--- src/hdl/enurot_pkg.sv ---
// ----------------------------------------------------------------------------
// enurot_pkg
// shared constants, codes and types for the ecef/enu local frame rotation
// ----------------------------------------------------------------------------
`default_nettype none

package enurot_pkg;

  localparam int COORD_WIDTH_DEF = 40;
  localparam int TRIG_FRAC_DEF   = 30;
  localparam int TRIG_W          = 32;
  localparam int NUM_AXES        = 3;
  localparam int NUM_LANES       = 3;
  localparam int SLICE_W         = 16;
  localparam int PREP_DEPTH      = 2;
  localparam int LANE_DEPTH      = 4;
  localparam int CFG_IDX_W       = 3;

  // trig register order as held in the config block
  localparam int TRIG_SLAT = 0;
  localparam int TRIG_CLAT = 1;
  localparam int TRIG_SLON = 2;
  localparam int TRIG_CLON = 3;
  localparam int NUM_TRIG  = 4;

  // output tuser bits
  localparam int OUT_USER_SAT   = 0;
  localparam int OUT_USER_UNSET = 1;
  localparam int OUT_USER_W     = 2;

  localparam logic FUNC_TO_ENU  = 1'b0;
  localparam logic FUNC_TO_ECEF = 1'b1;

  typedef enum logic [CFG_IDX_W-1:0] {
    REG_ORIGIN_X     = 3'd0,
    REG_ORIGIN_Y     = 3'd1,
    REG_ORIGIN_Z     = 3'd2,
    REG_SIN_LAT      = 3'd3,
    REG_COS_LAT      = 3'd4,
    REG_SIN_LON      = 3'd5,
    REG_COS_LON      = 3'd6,
    REG_ORIGIN_VALID = 3'd7
  } cfg_reg_e;

  // factor that multiplies one coordinate inside a lane
  typedef enum logic [3:0] {
    FAC_ZERO = 4'd0,
    FAC_SLAT = 4'd1,
    FAC_CLAT = 4'd2,
    FAC_SLON = 4'd3,
    FAC_CLON = 4'd4,
    FAC_PSC  = 4'd5,
    FAC_PSS  = 4'd6,
    FAC_PCC  = 4'd7,
    FAC_PCS  = 4'd8
  } fac_e;

  typedef struct packed {
    fac_e fac;
    logic neg;
  } term_op_t;

  typedef struct packed {
    logic valid;
    logic unset;
  } ctl_t;

  // rotation matrix entry for a lane (output axis) and term (input axis)
  function automatic term_op_t lane_op(input logic func, input logic [1:0] lane,
                                       input logic [1:0] term);
    term_op_t op;
    op = '{fac: FAC_ZERO, neg: 1'b0};
    case ({func, lane, term})
      {FUNC_TO_ENU, 2'd0, 2'd0}:  op = '{fac: FAC_SLON, neg: 1'b1};
      {FUNC_TO_ENU, 2'd0, 2'd1}:  op = '{fac: FAC_CLON, neg: 1'b0};
      {FUNC_TO_ENU, 2'd1, 2'd0}:  op = '{fac: FAC_PSC,  neg: 1'b1};
      {FUNC_TO_ENU, 2'd1, 2'd1}:  op = '{fac: FAC_PSS,  neg: 1'b1};
      {FUNC_TO_ENU, 2'd1, 2'd2}:  op = '{fac: FAC_CLAT, neg: 1'b0};
      {FUNC_TO_ENU, 2'd2, 2'd0}:  op = '{fac: FAC_PCC,  neg: 1'b0};
      {FUNC_TO_ENU, 2'd2, 2'd1}:  op = '{fac: FAC_PCS,  neg: 1'b0};
      {FUNC_TO_ENU, 2'd2, 2'd2}:  op = '{fac: FAC_SLAT, neg: 1'b0};
      {FUNC_TO_ECEF, 2'd0, 2'd0}: op = '{fac: FAC_SLON, neg: 1'b1};
      {FUNC_TO_ECEF, 2'd0, 2'd1}: op = '{fac: FAC_PSC,  neg: 1'b1};
      {FUNC_TO_ECEF, 2'd0, 2'd2}: op = '{fac: FAC_PCC,  neg: 1'b0};
      {FUNC_TO_ECEF, 2'd1, 2'd0}: op = '{fac: FAC_CLON, neg: 1'b0};
      {FUNC_TO_ECEF, 2'd1, 2'd1}: op = '{fac: FAC_PSS,  neg: 1'b1};
      {FUNC_TO_ECEF, 2'd1, 2'd2}: op = '{fac: FAC_PCS,  neg: 1'b0};
      {FUNC_TO_ECEF, 2'd2, 2'd1}: op = '{fac: FAC_CLAT, neg: 1'b0};
      {FUNC_TO_ECEF, 2'd2, 2'd2}: op = '{fac: FAC_SLAT, neg: 1'b0};
      default:                    op = '{fac: FAC_ZERO, neg: 1'b0};
    endcase
    return op;
  endfunction

endpackage

`default_nettype wire

--- src/hdl/enurot_merge.sv ---
// ----------------------------------------------------------------------------
// enurot_merge
// combines lane results and flags into the output register
// ----------------------------------------------------------------------------
`default_nettype none

module enurot_merge
  import enurot_pkg::*;
#(
  parameter int COORD_WIDTH = COORD_WIDTH_DEF
) (
  input  logic                                            clk,
  input  logic                                            rst_n,
  input  ctl_t                                            last_i,
  input  logic signed [COORD_WIDTH-1:0]                   res_i [NUM_LANES],
  input  logic                                            sat_i [NUM_LANES],
  input  logic                                            out_tready,
  output logic                                            en_o,
  output logic                                            out_tvalid,
  output logic [((NUM_LANES*COORD_WIDTH+7)/8)*8-1:0]      out_tdata,
  output logic [OUT_USER_W-1:0]                           out_tuser
);

  localparam int ODW = ((NUM_LANES * COORD_WIDTH + 7) / 8) * 8;

  logic                  out_ready_int;
  logic                  out_valid_r;
  logic [ODW-1:0]        data_nxt, data_r;
  logic [OUT_USER_W-1:0] user_nxt, user_r;
  logic                  any_sat;

  assign out_ready_int = !out_valid_r || out_tready;
  // pipeline moves whenever the output register frees up or the last stage is empty
  assign en_o          = out_ready_int || !last_i.valid;

  always_comb begin
    any_sat  = 1'b0;
    data_nxt = '0;
    for (int l = 0; l < NUM_LANES; l++) begin
      any_sat = any_sat | sat_i[l];
      if (!last_i.unset) begin
        data_nxt[l*COORD_WIDTH +: COORD_WIDTH] = res_i[l];
      end
    end
    user_nxt                 = '0;
    user_nxt[OUT_USER_SAT]   = any_sat && !last_i.unset;
    user_nxt[OUT_USER_UNSET] = last_i.unset;
  end

  always_ff @(posedge clk) begin
    if (!rst_n) begin
      out_valid_r <= 1'b0;
    end else if (out_ready_int) begin
      out_valid_r <= last_i.valid;
    end
  end

  always_ff @(posedge clk) begin
    if (out_ready_int && last_i.valid) begin
      data_r <= data_nxt;
      user_r <= user_nxt;
    end
  end

  assign out_tvalid = out_valid_r;
  assign out_tdata  = data_r;
  assign out_tuser  = user_r;

endmodule

`default_nettype wire

--- config.mk ---
export PLATFORM = sky130hd
export DESIGN_NAME = enurot_merge
export DESIGN_NICKNAME = d
export VERILOG_FILES = /design/src/hdl/enurot_pkg.sv /design/src/hdl/enurot_merge.sv
export SDC_FILE = /design/constraint.sdc
export NUM_CORES = 1
export LEC_CHECK = 0
export BUFFER_PORTS_ARGS = -buffer_cell sky130_fd_sc_hd__buf_2
export CORE_MARGIN = 3
export CORE_UTILIZATION = 40
export DETAILED_ROUTE_END_ITERATION = 8
export PLACE_DENSITY = 0.74
export SYNTH_ARGS = -nofsm -noshare
export SYNTH_HDL_FRONTEND = slang
export SYNTH_SLANG_ARGS = --single-unit
--- constraint.sdc ---
create_clock -name clk -period 7.1 [get_ports clk]
set_input_delay 1.065 -clock clk [delete_from_list [all_inputs] [get_ports clk]]
set_output_delay 1.065 -clock clk [all_outputs]
set_load 0.01 [all_outputs]
==> impl_metrics.csv <==
group,metric,value,unit
run_status,status,"completed",
routing,routed_via_density,4.48,
sta,setup_violations,0,
critical_path,path_common_cell,"buf_4",
cts,clkLatencyLatePin,0.39,ns
yosys,synth_compound_area_share,0.166,%
power,p_comb_share,8.5,%
routing,wl_met2,4.95,mm
yosys,synthFlopType,"edfxtp_1",
yosys,yosys-top-cells-area,"edfxtp_1, nor2b_1, buf_2, dfxtp_1, buf_4",
floorplanning,dieArea,12600,um2
yosys,synth_xor_area_share,0,%
floorplanning,ios,252,
worst_hold_path,min_to,"out_tvalid",
sta,finalSetupTns,0,ns
critical_path,start_kind,"input pin",
floorplanning,num_rows,38,
grt,grt_max_degree,123,
cts,cts_buffers,17,
grt,grtUsageTotal,15.7,%
sta,drv_slew,0,
critical_path,worst-path-buf-inv,3,
power,sequentialPowerShare,46.5,%
power,p_clk_share,45.0,%
critical_path,critPathMaxStageDelay,0.75,ns
critical_path,r2r_end,"out_tdata[41]",
routing,firstDrtPassIters,5,
routing,antenna_left,0,
routing,wl_per_cell,14.8,um
grt,grt-ovfl-total,0,
cts,clkSinkCount,123,
cts,root_buffer,"clkbuf_16",
power,p_per_area,287,nW/um2
yosys,ys_seq_area_share,81.2,%
yosys,syn_area_per_cell,17.3,um2
routing,dr_total_vias,3018,
critical_path,crit_chain,"buf_2 > nor2b_1 > nor2b_4 > buf_4 > buf_4",
yosys,syn-num-nets,390,
power,power,1870,uW
critical_path,slowest_stage,"buf_4",
cts,cts_tree,"yes",
floorplanning,coreArea,10900,um2
yosys,synth-adder-area-share,0,%
finish,fillers,880,
critical_path,worstSetupPathType,"input pin to flip-flop",
placement,gp_congestion,0.819,
critical_path,worstReg2RegStart,"out_tvalid",
power,internal-power,1490,uW
routing,route.detailed.drc,0,
yosys,synth_top_area_cell,"edfxtp_1",
routing,wl_met1,3.70,mm
routing,routed_wirelength,9.99,mm
yosys,synth_edf_count,122,
yosys,synth.cell_area,4530,um2
sta,period_needed,2.74,ns
floorplanning,die_y,112,um
yosys,postSynth.asyncResetShare,0,%
power,peakVddDrop,0.180,mV
grt,grt_pass1_vias,3169,
cts,path_clk_slew,0.05,ns
critical_path,critPathRequiredTime,7.12,ns
yosys,synth_top_area_share,80.8,%
sta,fin_crit_sh,38.5,%
finish,drive_gt1_share,52.6,%
cts,postCtsHoldBufs,0,
power,power_switching,379,uW
worst_hold_path,holdPathStages,2,
yosys,synth-simple-area-share,17.1,%
cts,cts_setup_buffers,0,
critical_path,crit_family,"buffers and inverters",
critical_path,crit_path_end_kind,"flip-flop",
yosys,synth_top_family_by_area,"simple AND/OR/NAND/NOR gates",
critical_path,rrSetupSlack,4.71,ns
power,p_sw_share,20.3,%
yosys,synth_warnings,0,
critical_path,cp_data_arrival_time,2.76,ns
finish,num_antenna_cells,0,
routing,maxUsedRoutingLayer,"met4",
cts,clock_path_buffers,2,
finish,syn2layout_area_growth,43.4,%
flow_run,cap_violations,0,
yosys,synth_common_cells,"edfxtp_1, nor2b_1, buf_2",
sta,finClkSkew,0.00725,ns
sta,fmax,365,MHz
floorplanning,die_w,112,um
worst_hold_path,hp-class,"flip-flop to flip-flop",
grt,antenna_found_initial,0,
power,p_leak,0.00282,uW
sta,finalHoldViolations,0,
yosys,netlist_instances,262,
cts,htree_levels,4,
floorplanning,initial_core_util,41.5,%
sta,rsz0062_at_grt,"false",
worst_hold_path,min_from,"out_tvalid",
critical_path,worstRegToRegCells,4,
placement,dp_hpwl,7.10,mm
finish,fin_nets,649,
placement,io_buffers,251,
routing,detail_route.iter0.violations,182,
yosys,muxShareOfSynthArea,0,%
grt,grt_pass1_wl,15.3,mm
sta,worst_slew_pin_slew,1.19,ns
sta,slew-limit-headroom,20.5,%
routing,wl_met3,1.15,mm
cts,ctsResizeCount,0,
yosys,synth.ff_latch_count,123,
yosys,ys_types,9,
critical_path,critPathMaxFanout,65,
==> worst max-delay path by stage <==
stage	endpoint	startpoint	cells past startpoint	slack (ns)
4_1_cts	en_o	out_tready	4	4.38
6_report	out_tdata[41]	out_tready	5	4.36
3_3_place_gp	out_tdata[69]	out_tready	5	4.04
2_1_floorplan	out_tdata[0]	out_tready	2	2.35
5_1_grt	out_tdata[88]	out_tready	5	4.26
3_5_place_dp	out_tdata[68]	out_tready	5	3.96
==> cell type report <==
| cell class | count | area (um2) | share of cell area [%] |
|---|---|---|---|
| multi-input cells | 126 | 791 | 12.2 |
| clock buffers | 23 | 458 | 7.04 |
| well taps | 140 | 175 | 2.69 |
| repair buffers | 253 | 1270 | 19.6 |
| clock inverters | 9 | 123 | 1.89 |
| flip-flops and latches | 123 | 3680 | 56.6 |
==> power by group through the flow <==
| stage | Clock, uW | Sequential [uW] | Combinational, uW |
|---|---|---|---|
| detailed placement | 0 | 882 | 161 |
| finish | 840 | 868 | 158 |
| global placement | 0 | 881 | 157 |
| global route | 894 | 872 | 174 |
| floorplan | 0 | 912 | 46.0 |
| CTS | 860 | 868 | 161 |
==> per-stage QoR <==
step	cells	util, %	worst slack, ns	area, um2	hold WS, ns
2_1_floorplan	262	-	2.35	4540	0.678
3_3_place_gp	642	54.2	4.04	5920	0.669
3_5_place_dp	642	54.2	3.96	5920	0.699
4_1_cts	674	59.5	4.38	6500	0.707
5_1_grt	674	59.5	4.26	6500	0.746
6_report	674	59.5	4.36	6500	0.701
==> routing by layer <==
layer | vias to the layer above | GRT usage [%]
met5 | - | 0
met4 | 0 | 6.49
met3 | 17 | 8.03
met2 | 166 | 25.9
met1 | 1405 | 17.3
li1 | 1430 | -
==> kinds of logic (layout without fill, tap and decap cells) <==
| logic type | after synthesis | count (layout) |
|---|---|---|
| flops | 123 | 123 |
| buf+inv | 13 | 285 |
| compound gates | 1 | 1 |
| simple gates | 125 | 125 |
==> worst register-to-register path, cell delays in order (launching register included) <==
cell and delay (ns):
dfxtp_1 0.30, nor2b_1 0.17, nor2b_4 0.11, buf_4 0.58, buf_4 0.80
==> registers in the layout, summed over array words and instances (netlist names) <==
name	count
out_tvalid	1
out_tdata	120
out_tuser	2
==> cell usage in the layout, fill, tap and decap left out, drive strengths merged <==
master,count
buf,253
bufinv,3
clkbuf,23
clkinv,5
clkinvlp,1
dfxtp,1
edfxtp,122
nand2,1
nor2,1
nor2b,122
nor3,1
o21a,1
(Power assumes the default switching activity.)
